**src/hw/rtl/gbn_pkg.sv**
```systemverilog
package gbn_pkg;

    // Field widths
    localparam int IDX_W   = 16;
    localparam int TIME_W  = 32;
    localparam int TICKS_W = 16;
    localparam int CNT_W   = 8;
    localparam int KIND_W  = 2;
    localparam int SEQ_W   = 4;
    localparam int SEQ_EXT_W = 8;   // holds any sequence count for SEQ_MOD up to 256

    // Configuration port
    localparam int CFG_IDX_W  = 2;
    localparam int CFG_DATA_W = 16;

    localparam logic [CFG_IDX_W-1:0] CFG_TOTAL_PACKETS = 2'd0;
    localparam logic [CFG_IDX_W-1:0] CFG_TIMEOUT_TICKS = 2'd1;
    localparam logic [CFG_IDX_W-1:0] CFG_CANCEL_LIMIT  = 2'd2;

    localparam logic [IDX_W-1:0]   TOTAL_PACKETS_RST = 16'd1;
    localparam logic [TICKS_W-1:0] TIMEOUT_TICKS_RST = 16'd10;
    localparam logic [CNT_W-1:0]   CANCEL_LIMIT_RST  = 8'd10;

    localparam logic [CNT_W-1:0] CNT_MAX = 8'hFF;

    // Reply kinds
    localparam logic [KIND_W-1:0] RX_ACK = 2'd0;
    localparam logic [KIND_W-1:0] RX_NAK = 2'd1;

    // Default geometry
    localparam int WINDOW_DEF  = 8;
    localparam int SEQ_MOD_DEF = 16;

    typedef struct packed {
        logic              restart;
        logic [TIME_W-1:0] now_ms;
        logic              rx_valid;
        logic [KIND_W-1:0] rx_kind;
        logic [SEQ_W-1:0]  rx_seq;
    } in_item_t;

    typedef struct packed {
        logic             send_valid;
        logic [IDX_W-1:0] send_index;
        logic [SEQ_W-1:0] send_seq;
        logic             timeout_event;
        logic             failed;
        logic             done_res;
        logic [IDX_W-1:0] base_index;
    } out_item_t;

endpackage

```
**src/hw/rtl/gbn_in_if.sv**
```systemverilog
interface gbn_in_if;
    import gbn_pkg::*;

    logic     valid;
    logic     ready;
    in_item_t data;

    modport source (output valid, output data, input ready);
    modport sink   (input valid, input data, output ready);
endinterface

```
**src/hw/rtl/gbn_out_if.sv**
```systemverilog
interface gbn_out_if;
    import gbn_pkg::*;

    logic      valid;
    logic      ready;
    out_item_t data;

    modport source (output valid, output data, input ready);
    modport sink   (input valid, input data, output ready);
endinterface

```
**src/hw/rtl/go_back_n_sender_window_core.sv**
```systemverilog
// Go-Back-N sender window control. Each input beat is one step of the sender
// loop and yields exactly one result beat: a send of the next packet inside the
// window, a timeout rewind when the base packet's timer has run out, or neither,
// then handling of a received ACK/NAK. failed and done_res are sticky until a
// beat with restart set. Throughput is one beat per cycle while results are
// taken: the whole step is a few compares and counter updates on the window
// registers, done in the cycle the beat is taken; the result lands in an output
// register. A stalled result holds in_ch.ready low only while the output
// register is full and not being taken. Configuration is written by the user
// only while no step is pending, through cfg_we/cfg_index/cfg_data; the block
// does not enforce it. Writes to an index beyond the register list are dropped.
// Slot send times have no reset; a slot is always stamped before the timer reads it.
module go_back_n_sender_window_core #(
    parameter int WINDOW  = gbn_pkg::WINDOW_DEF,
    parameter int SEQ_MOD = gbn_pkg::SEQ_MOD_DEF
) (
    input  logic                            clk,
    input  logic                            rst_n,
    input  logic                            cfg_we,
    input  logic [gbn_pkg::CFG_IDX_W-1:0]   cfg_index,
    input  logic [gbn_pkg::CFG_DATA_W-1:0]  cfg_data,
    gbn_in_if.sink                          in_ch,
    gbn_out_if.source                       out_ch
);
    import gbn_pkg::*;

    localparam int SLOT_W = (WINDOW > 1) ? $clog2(WINDOW) : 1;
    localparam int SQ_W   = $clog2(SEQ_MOD);

    // Configuration registers
    logic [IDX_W-1:0]   total_reg;
    logic [TICKS_W-1:0] ticks_reg;
    logic [CNT_W-1:0]   limit_reg;

    // Window state; the mod-WINDOW and mod-SEQ_MOD counters track base and next
    logic [IDX_W-1:0]  base_reg,      base_next;
    logic [SLOT_W-1:0] base_slot_reg, base_slot_next;
    logic [SQ_W-1:0]   base_seq_reg,  base_seq_next;
    logic [IDX_W-1:0]  nxt_reg,       nxt_next;
    logic [SLOT_W-1:0] nxt_slot_reg,  nxt_slot_next;
    logic [SQ_W-1:0]   nxt_seq_reg,   nxt_seq_next;
    logic [CNT_W-1:0]  cnt_reg,       cnt_next;
    logic              done_reg,      done_next;
    logic              fail_reg,      fail_next;

    logic [TIME_W-1:0] slot_mem [WINDOW];

    // Output register
    logic      out_valid_reg, out_valid_next;
    out_item_t out_data_reg,  out_data_next;

    logic in_fire;
    assign in_ch.ready  = !out_valid_reg || out_ch.ready;
    assign in_fire      = in_ch.valid && in_ch.ready;
    assign out_ch.valid = out_valid_reg;
    assign out_ch.data  = out_data_reg;

    // Step logic
    logic [IDX_W-1:0]  c_base, c_nxt;
    logic [SLOT_W-1:0] c_base_slot, c_nxt_slot;
    logic [SQ_W-1:0]   c_base_seq, c_nxt_seq;
    logic [CNT_W-1:0]  c_cnt;
    logic              c_done, c_fail;
    logic              active, do_send, expired, tmo, failing, rx_take;
    logic [TIME_W-1:0] elapsed;
    logic [SQ_W-1:0]   want_seq;
    logic [SLOT_W-1:0] inc_base_slot;
    logic [SQ_W-1:0]   inc_base_seq;
    logic [IDX_W-1:0]  inc_base;
    logic [SEQ_EXT_W-1:0] seq_ext, want_ext;

    always_comb
    begin
        // restart clears the transfer before the step runs
        c_base      = in_ch.data.restart ? '0 : base_reg;
        c_base_slot = in_ch.data.restart ? '0 : base_slot_reg;
        c_base_seq  = in_ch.data.restart ? '0 : base_seq_reg;
        c_nxt       = in_ch.data.restart ? '0 : nxt_reg;
        c_nxt_slot  = in_ch.data.restart ? '0 : nxt_slot_reg;
        c_nxt_seq   = in_ch.data.restart ? '0 : nxt_seq_reg;
        c_cnt       = in_ch.data.restart ? '0 : cnt_reg;
        c_done      = in_ch.data.restart ? 1'b0 : done_reg;
        c_fail      = in_ch.data.restart ? 1'b0 : fail_reg;

        // a shrunk total ends the transfer before anything else
        if (!c_done && !c_fail && (c_base >= total_reg))
            c_done = 1'b1;
        active = !c_done && !c_fail;

        do_send = active
                  && ({1'b0, c_nxt} < ({1'b0, c_base} + (IDX_W+1)'(WINDOW)))
                  && (c_nxt < total_reg);

        elapsed = in_ch.data.now_ms - slot_mem[c_base_slot];
        expired = elapsed >= TIME_W'(ticks_reg);
        tmo     = active && !do_send && expired;

        base_next      = c_base;
        base_slot_next = c_base_slot;
        base_seq_next  = c_base_seq;
        nxt_next       = c_nxt;
        nxt_slot_next  = c_nxt_slot;
        nxt_seq_next   = c_nxt_seq;
        cnt_next       = c_cnt;
        done_next      = c_done;
        fail_next      = c_fail;
        failing        = 1'b0;

        if (do_send)
        begin
            nxt_next      = c_nxt + 1'b1;
            nxt_slot_next = (c_nxt_slot == SLOT_W'(WINDOW - 1)) ? '0 : c_nxt_slot + 1'b1;
            nxt_seq_next  = (c_nxt_seq == SQ_W'(SEQ_MOD - 1)) ? '0 : c_nxt_seq + 1'b1;
        end
        else if (tmo)
        begin
            nxt_next      = c_base;
            nxt_slot_next = c_base_slot;
            nxt_seq_next  = c_base_seq;
            if (c_cnt != CNT_MAX)
                cnt_next = c_cnt + 1'b1;
            if (cnt_next > limit_reg)
            begin
                fail_next = 1'b1;
                failing   = 1'b1;
            end
        end

        // reply handling
        inc_base      = c_base + 1'b1;
        inc_base_slot = (c_base_slot == SLOT_W'(WINDOW - 1)) ? '0 : c_base_slot + 1'b1;
        inc_base_seq  = (c_base_seq == SQ_W'(SEQ_MOD - 1)) ? '0 : c_base_seq + 1'b1;
        want_seq      = inc_base_seq;
        want_ext      = SEQ_EXT_W'(want_seq);
        rx_take       = active && !failing && in_ch.data.rx_valid;

        if (rx_take)
        begin
            cnt_next = '0;
            if (in_ch.data.rx_kind == RX_ACK)
            begin
                if (in_ch.data.rx_seq == want_ext[SEQ_W-1:0])
                begin
                    base_next      = inc_base;
                    base_slot_next = inc_base_slot;
                    base_seq_next  = inc_base_seq;
                    if (nxt_next < inc_base)
                    begin
                        nxt_next      = inc_base;
                        nxt_slot_next = inc_base_slot;
                        nxt_seq_next  = inc_base_seq;
                    end
                end
            end
            else if (in_ch.data.rx_kind == RX_NAK)
            begin
                nxt_next      = c_base;
                nxt_slot_next = c_base_slot;
                nxt_seq_next  = c_base_seq;
            end
        end

        if (active && !failing && (base_next >= total_reg))
            done_next = 1'b1;

        seq_ext = SEQ_EXT_W'(c_nxt_seq);
        out_data_next.send_valid    = do_send;
        out_data_next.send_index    = do_send ? c_nxt : '0;
        out_data_next.send_seq      = do_send ? seq_ext[SEQ_W-1:0] : '0;
        out_data_next.timeout_event = tmo;
        out_data_next.failed        = fail_next;
        out_data_next.done_res      = done_next;
        out_data_next.base_index    = base_next;
    end

    always_comb
    begin
        if (in_fire)
            out_valid_next = 1'b1;
        else if (out_ch.ready)
            out_valid_next = 1'b0;
        else
            out_valid_next = out_valid_reg;
    end

    // Configuration
    always_ff @(posedge clk or negedge rst_n)
    begin
        if (!rst_n)
        begin
            total_reg <= TOTAL_PACKETS_RST;
            ticks_reg <= TIMEOUT_TICKS_RST;
            limit_reg <= CANCEL_LIMIT_RST;
        end
        else if (cfg_we)
        begin
            case (cfg_index)
                CFG_TOTAL_PACKETS: total_reg <= cfg_data[IDX_W-1:0];
                CFG_TIMEOUT_TICKS: ticks_reg <= cfg_data[TICKS_W-1:0];
                CFG_CANCEL_LIMIT:  limit_reg <= cfg_data[CNT_W-1:0];
                default:           ;
            endcase
        end
    end

    // Window state
    always_ff @(posedge clk or negedge rst_n)
    begin
        if (!rst_n)
        begin
            base_reg      <= '0;
            base_slot_reg <= '0;
            base_seq_reg  <= '0;
            nxt_reg       <= '0;
            nxt_slot_reg  <= '0;
            nxt_seq_reg   <= '0;
            cnt_reg       <= '0;
            done_reg      <= 1'b0;
            fail_reg      <= 1'b0;
            out_valid_reg <= 1'b0;
        end
        else
        begin
            out_valid_reg <= out_valid_next;
            if (in_fire)
            begin
                base_reg      <= base_next;
                base_slot_reg <= base_slot_next;
                base_seq_reg  <= base_seq_next;
                nxt_reg       <= nxt_next;
                nxt_slot_reg  <= nxt_slot_next;
                nxt_seq_reg   <= nxt_seq_next;
                cnt_reg       <= cnt_next;
                done_reg      <= done_next;
                fail_reg      <= fail_next;
            end
        end
    end

    // Result payload and slot send times (no reset)
    always_ff @(posedge clk)
    begin
        if (in_fire)
        begin
            out_data_reg <= out_data_next;
            if (do_send)
                slot_mem[c_nxt_slot] <= in_ch.data.now_ms;
        end
    end

endmodule

```
**src/flat_wrapper.sv**
```systemverilog
// flat-port wrapper written by rule: the top's interface ports become plain ports
module go_back_n_sender_window_core_flat import gbn_pkg::*;
#(
    parameter int WINDOW  = gbn_pkg::WINDOW_DEF,
    parameter int SEQ_MOD = gbn_pkg::SEQ_MOD_DEF
)
  (clk, rst_n, cfg_we, cfg_index, cfg_data, in_ch_valid, in_ch_data, in_ch_ready, out_ch_valid, out_ch_data, out_ch_ready);
  gbn_in_if in_ch_i ();
  gbn_out_if out_ch_i ();
  input  logic clk;
  input  logic rst_n;
  input  logic cfg_we;
  input  logic [gbn_pkg::CFG_IDX_W-1:0] cfg_index;
  input  logic [gbn_pkg::CFG_DATA_W-1:0] cfg_data;
  input wire logic [$bits(in_ch_i.valid)-1:0] in_ch_valid;
  input wire logic [$bits(in_ch_i.data)-1:0] in_ch_data;
  output wire logic [$bits(in_ch_i.ready)-1:0] in_ch_ready;
  output wire logic [$bits(out_ch_i.valid)-1:0] out_ch_valid;
  output wire logic [$bits(out_ch_i.data)-1:0] out_ch_data;
  input wire logic [$bits(out_ch_i.ready)-1:0] out_ch_ready;
  assign in_ch_i.valid = in_ch_valid;
  assign in_ch_i.data = in_ch_data;
  assign in_ch_ready = in_ch_i.ready;
  assign out_ch_valid = out_ch_i.valid;
  assign out_ch_data = out_ch_i.data;
  assign out_ch_i.ready = out_ch_ready;
  go_back_n_sender_window_core #(.WINDOW(WINDOW), .SEQ_MOD(SEQ_MOD)) u_core (.clk(clk), .rst_n(rst_n), .cfg_we(cfg_we), .cfg_index(cfg_index), .cfg_data(cfg_data), .in_ch(in_ch_i), .out_ch(out_ch_i));
endmodule
```
**config.mk**
```make
export PLATFORM = sky130hd
export DESIGN_NAME = go_back_n_sender_window_core_flat
export DESIGN_NICKNAME = d
export VERILOG_FILES = /design/src/hw/rtl/gbn_pkg.sv /design/src/hw/rtl/gbn_in_if.sv /design/src/hw/rtl/gbn_out_if.sv /design/src/hw/rtl/go_back_n_sender_window_core.sv /design/src/flat_wrapper.sv
export SDC_FILE = /design/constraint.sdc
export NUM_CORES = 1
export LEC_CHECK = 0
export BUFFER_PORTS_ARGS = -buffer_cell sky130_fd_sc_hd__buf_2
export CAP_MARGIN = 20
export CORE_ASPECT_RATIO = 2
export CORE_MARGIN = 2
export CORE_UTILIZATION = 60
export DETAILED_ROUTE_END_ITERATION = 8
export PLACE_DENSITY = 0.78
export SLEW_MARGIN = 0
export SYNTH_ARGS = -nofsm -noshare
export SYNTH_HDL_FRONTEND = slang
export SYNTH_SLANG_ARGS = --single-unit
```
**constraint.sdc**
```tcl
create_clock -name clk -period 17.2 [get_ports clk]
set_input_delay 0.86 -clock clk [delete_from_list [all_inputs] [get_ports clk]]
set_output_delay 0.86 -clock clk [all_outputs]
set_load 0.02 [all_outputs]
```
==> qor.yml, run 1 <==
dp_slack_ps: 6840
netlist_area_mm2: 0.0223
syn_avg_cell_area_um2: 11.2
final_nets: 2278
row_count: 99
synth-seq-cells: 393
drive_above_1_share_pct: 15.8
cts_made_buffers: 37
drc: 0
num_io_pins: 105
syn_inst: 1994
largest_register_ffs: 256
tns_ps: 0
synthFlopType: "edfxtp_1"
worst_path_most_repeated_cell: "a21oi_1"
switching_share_pct: 32.5
period_minus_slack_ps: 10190
status: "finished clean"
ant_nets: 0
ys_types: 90
post_drt_wl_per_cell_um: 27.6
cts_sinks: 393
p_leak_nw: 9.55
regMostFlops: "u_core.slot_mem"
synth-edff-count: 296
drv_slew: 0
powerDensity_mw_per_mm2: 110
period_share_pct: 59.3
die_w_um: 140
critPathLaunchType: "flop"
synthArstFlopShare_pct: 24.7
area.growth.synth_to_final_pct: 10.3
start_util_pct: 61.0
crit_type: "flop to flop"
skew_ps: 25.6
relSlewSlack_pct: 21.4
cts_tree: "done"
h-tree-depth: 2
setup_ws_ps: 7010
fp.dieH_um: 276
vias: 17351
arrival_ps: 10640
antenna_cells: 0
p_seq_share_pct: 42.5
ir_drop_mv: 0.128
yosysTopAreaCell: "edfxtp_1"
cp_slowest_cell: "a2111oi_0"
clk_transition_reported_paths_ps: 80
cts_setup_buffers: 0
dr.first_iter.drc_count: 1412
comb_power_share_pct: 26.2
grt_first_pass_wirelength_um: 106000
dp.final_hpwl_um: 49800
min_path_type: "input pin to asynchronous set/reset pin"
first_global_vias: 17976
synth_warnings: 0
maxCapViolCount: 0
grt_usage_pct: 36.3
max_stage_delay_ps: 570
end_kind: "flop"
vias_per_cell: 6.79
critical_path.top_delay_family: "compound AO/OA/AOI/OAI gates"
cts_resized: 0
die_area_mm2: 0.0388
grt_max_degree: 59
yosys-top-cells-area: "edfxtp_1, dfrtp_1, ha_1"
rsz0062_at_grt: "no"
hold_viol_final: 0
worst_slew_pin_slew_ps: 1180
cts_root_buf: "clkbuf_16"
crit_required_ps: 17650
hold_buffers: 0
gr-total-overflow: 0
p_int_w: 0.00182
antenna_found_initial: 0
place_congestion: 1.00
yosysSeqAreaShare_pct: 50.8
synth_nets: 2198
timing.final.setup_violations: 0
core_area_mm2: 0.0365
cp_max_fo: 38
ctsLongestPathBuffers: 3
pwr-share-clk_pct: 31.4
crit_buf_inv: 4
yosysTopAreaCellShare_pct: 39.9
dr.pass1.iters: 8
max_freq_mhz: 98.1
port_buffers: 104
drt-total-wl_um: 70400
p_switching_w: 0.000876
whs_ps: 324
clock_latency_ps: 550
==> area by class of cell <==
cell class / instances / area [um2]
fill: 2705 / 12000
sequential: 393 / 11300
multi-input combinational: 1415 / 10300
clock buffer: 40 / 937
timing repair buffer: 141 / 841
tap: 454 / 568
inverter: 86 / 324
clock inverter: 25 / 284
==> layer usage <==
metal	wire length, um	GRT usage, %	vias to the layer above	share of wire [%]
met3	3510	4.38	316	5.0
met4	6550	28.9	0	9.3
met2	37600	66.6	847	53
met1	22800	36.4	8490	32
li1	-	-	7698	-
met5	0	0	-	0
==> kinds of logic (layout without fill, tap and decap cells) <==
logic type	after synthesis	after routing	share of synthesized area (%)
muxes	109	109	7.18
buffers and inverters	186	292	3.28
adders and majority gates	141	141	7.95
and+or+nand+nor	616	616	13.9
xor gates and xnor gates	67	67	2.63
DFF	393	393	50.8
AOI/OAI and AO/OA	482	482	14.2
==> cells in the mapped netlist, types with 15 or more instances <==
cell,n
o31ai_1,18
nand4_1,33
a31oi_1,15
and3_1,34
a22o_1,15
xor2_1,21
o22ai_1,40
edfxtp_1,296
nand2b_1,44
clkbuf_1,80
nor3_1,59
a21oi_1,124
ha_1,140
a21o_1,33
xnor2_1,46
dfrtp_1,92
mux4_2,35
nand3_1,45
o21ai_0,102
nand2_1,148
a211oi_1,18
mux2_2,57
mux2i_1,17
nor2_1,146
nor2b_1,30
inv_1,80
==> worst paths after layout <==
| check | from | endpoint | slack, ps | depth (start not counted) |
|---|---|---|---|---|
| hold reg to reg | u_core.nxt_reg[9]$_DFFE_PN0P_ | u_core.nxt_reg[9]$_DFFE_PN0P_ | 470 | 2 |
| hold / removal | rst_n | u_core.base_reg[13]$_DFFE_PN0P_ | 320 | 1 |
| setup / recovery | u_core.base_slot_reg[0]$_DFFE_PN0P_ | u_core.nxt_reg[6]$_DFFE_PN0P_ | 7010 | 38 |
| max in group asynchronous | rst_n | u_core.nxt_reg[8]$_DFFE_PN0P_ | 15600 | 2 |
| setup reg to reg | u_core.base_slot_reg[0]$_DFFE_PN0P_ | u_core.nxt_reg[6]$_DFFE_PN0P_ | 7010 | 38 |
| min in group clk | u_core.nxt_reg[9]$_DFFE_PN0P_ | u_core.nxt_reg[9]$_DFFE_PN0P_ | 470 | 2 |
==> power groups by stage <==
stage               registers, W  clock network, W  logic (W)
floorplan                0.00115                 0   0.000446
global placement         0.00116                 0   0.000675
detailed placement       0.00116                 0   0.000684
CTS                      0.00114          0.000851   0.000688
global route             0.00115          0.000881   0.000765
finish                   0.00114          0.000844   0.000704
==> per-stage QoR <==
step	cell area, um2	power (W)	utilization [%]	std cells
floorplan	22300	0.00160	-	1994
global placement	23300	0.00183	63.8	2486
detailed placement	23300	0.00184	63.8	2487
CTS	24500	0.00268	67.1	2552
global route	24600	0.00279	67.3	2554
finish	24600	0.00269	67.3	2554
==> placed cells by master, fill, tap and decap left out, drive strengths merged, types with 11 or more instances in the layout <==
cell / synthesis / routed
edfxtp: 296 / 296
clkinv: 2 / 18
a22o: 15 / 15
mux2: 57 / 57
mux4: 35 / 35
a21o: 33 / 33
inv: 84 / 86
ha: 140 / 140
o22ai: 40 / 40
nand2: 150 / 150
o21a: 14 / 14
or3: 14 / 14
a21oi: 124 / 124
nor3: 61 / 61
buf: 20 / 141
mux2i: 17 / 17
xor2: 21 / 21
a31oi: 15 / 15
clkbuf: 80 / 40
o31ai: 19 / 19
nand2b: 45 / 45
nor2b: 31 / 31
nor4: 11 / 11
o21ai: 107 / 107
nor2: 147 / 147
xnor2: 46 / 46
dfrtp: 92 / 92
a211oi: 18 / 18
nand3: 45 / 45
and2: 11 / 11
o211ai: 11 / 11
and3: 34 / 34
nand4: 33 / 33
No activity file was read; power rests on OpenSTA's default activity.
==> run 2, diff against run 1 <==
Clock period 17.2 ns to 10.5 ns, I/O delays scaled along.
==> run 2 against run 1 <==
Against the previous run:
- the flow now finishes with violations (negative hold slack)
- final cell count increased by 0.35%
- routed wire length grew 3.7%
- sequential power grew 64%
- hold slack got worse by 330 ps
- die area unchanged
- design area grew 0.52%
- highest routed layer is now met5
==> qor.yml, run 2 (same netlist as run 1, synthesis figures left out) <==
drc: 0
worst_slew_pin_slew_ps: 1220
vias_per_cell: 6.84
place_inst: 2491
cts_resized: 0
fillers: 2703
place_congestion: 1.04
cts_made_buffers: 36
grt_usage_pct: 37.6
hold_viol_final: 4
end_kind: "flop"
fp.dieH_um: 276
critical_path.top_delay_family: "compound AO/OA/AOI/OAI gates"
row_count: 99
dr.first_iter.drc_count: 1593
final_nets: 2285
cp_slowest_cell: "dfrtp_1"
arrival_ps: 9820
critPathLaunch: "u_core.base_slot_reg[2]$_DFFE_PN0P_"
num_io_pins: 105
violations: "negative hold slack"
ctsLongestPathBuffers: 3
grt_first_pass_wirelength_um: 109000
max_freq_mhz: 107
cp_max_fo: 37
cts_tree: "done"
rsz0062_at_grt: "no"
final_cell_area_mm2: 0.0247
antenna_found_initial: 1
skew_ps: 17.4
port_buffers: 104
final_cell_mix: "edfxtp_1, nand2_1, nor2_1, ha_1, a21oi_1"
antenna_cells: 0
final_cell_count_no_fill: 2563
start_util_pct: 61.0
p_leak_nw: 9.63
rr_endpoint: "u_core.nxt_reg[6]$_DFFE_PN0P_"
period_share_pct: 89.3
timing.final.setup_violations: 0
maxCapViolCount: 0
dp_slack_ps: 1170
gr-total-overflow: 0
highest_layer: "met5"
route.met2.wl_um: 38900
clock_latency_ps: 550
relSlewSlack_pct: 18.6
cts_sinks: 393
drt-total-wl_um: 73100
largest_register_ffs: 256
whs_ps: -3.68
ir_drop_mv: 0.174
max_stage_delay_ps: 750
crit_buf_inv: 2
setup_ws_ps: 1120
regMostFlops: "u_core.slot_mem"
met1_length_um: 22500
tns_ps: 0
met3_length_um: 5040
area.growth.synth_to_final_pct: 10.9
grt_max_degree: 63
period_minus_slack_ps: 9380
drive_above_1_share_pct: 16.3
die_w_um: 140
min_path_type: "input pin to asynchronous set/reset pin"
rrSetupSlack_ps: 1120
ant_nets: 0
h-tree-depth: 2
core_area_mm2: 0.0365
post_drt_wl_per_cell_um: 28.5
powerDensity_mw_per_mm2: 181
status: "finished with violations"
dp.final_hpwl_um: 51400
layout_commonest_cell: "edfxtp_1"
clk_transition_reported_paths_ps: 70
vias: 17535
hold_buffers: 0
placed_area_mm2: 0.0233
crit_type: "flop to flop"
dr.pass1.iters: 6
cts_root_buf: "clkbuf_16"
die_area_mm2: 0.0388
rr_worst_depth: 32
cts_setup_buffers: 0
critPathLaunchType: "flop"
drv_slew: 0
crit_required_ps: 10940
first_global_vias: 18260
r2r-start: "u_core.base_slot_reg[2]$_DFFE_PN0P_"
==> run 2: changes by cell type in the layout (fill, tap and decap cells not counted) <==
cell	before	now
clkbuf_1	3	4
clkinv_4	4	2
buf_4	36	43
clkinv_2	4	7
clkbuf_16	37	38
buf_6	0	1
clkinv_1	9	4
inv_6	3	0
clkbuf_8	0	6
==> run 2: power breakdown <==
group | switching (W) | leakage, nW | internal [W]
clock | 0.000599 | 0.629 | 0.000831
combinational | 0.000765 | 5.09 | 0.000412
sequential | 0.0000793 | 3.91 | 0.00179
==> run 2: worst max path at each step <==
stage,endpoint,depth (start not counted)
6_report,u_core.nxt_reg[6]$_DFFE_PN0P_,32
5_1_grt,u_core.nxt_seq_reg[1]$_DFFE_PN0P_,31
4_1_cts,u_core.nxt_reg[6]$_DFFE_PN0P_,32
3_5_place_dp,u_core.nxt_reg[6]$_DFFE_PN0P_,34
3_3_place_gp,u_core.nxt_reg[6]$_DFFE_PN0P_,33
2_1_floorplan,u_core.slot_mem[5][0]$_DFFE_PP_,23
==> run 2: metal layers <==
layer / vias to the layer above / track usage (%)
li1: 7700 / -
met4: 2 / 29.9
met5: - / 0
met3: 335 / 7.01
met2: 984 / 68.2
met1: 8514 / 36.8
==> run 2: per-stage QoR <==
step | utilization (%) | power (W)
floorplan | - | 0.00262
global placement | 63.9 | 0.00301
detailed placement | 63.9 | 0.00303
CTS | 67.4 | 0.00444
global route | 67.6 | 0.00463
finish | 67.6 | 0.00448
==> run 2: cell type report <==
class / instances / area (um2) / area share (%)
multi-input cells: 1415 / 10300 / 41.7
flip-flops and latches: 393 / 11300 / 45.8
clock inverters: 18 / 236 / 0.957
clock buffers: 48 / 1050 / 4.24
inverters: 86 / 324 / 1.31
well taps: 454 / 568 / 2.30
repair buffers: 149 / 905 / 3.66
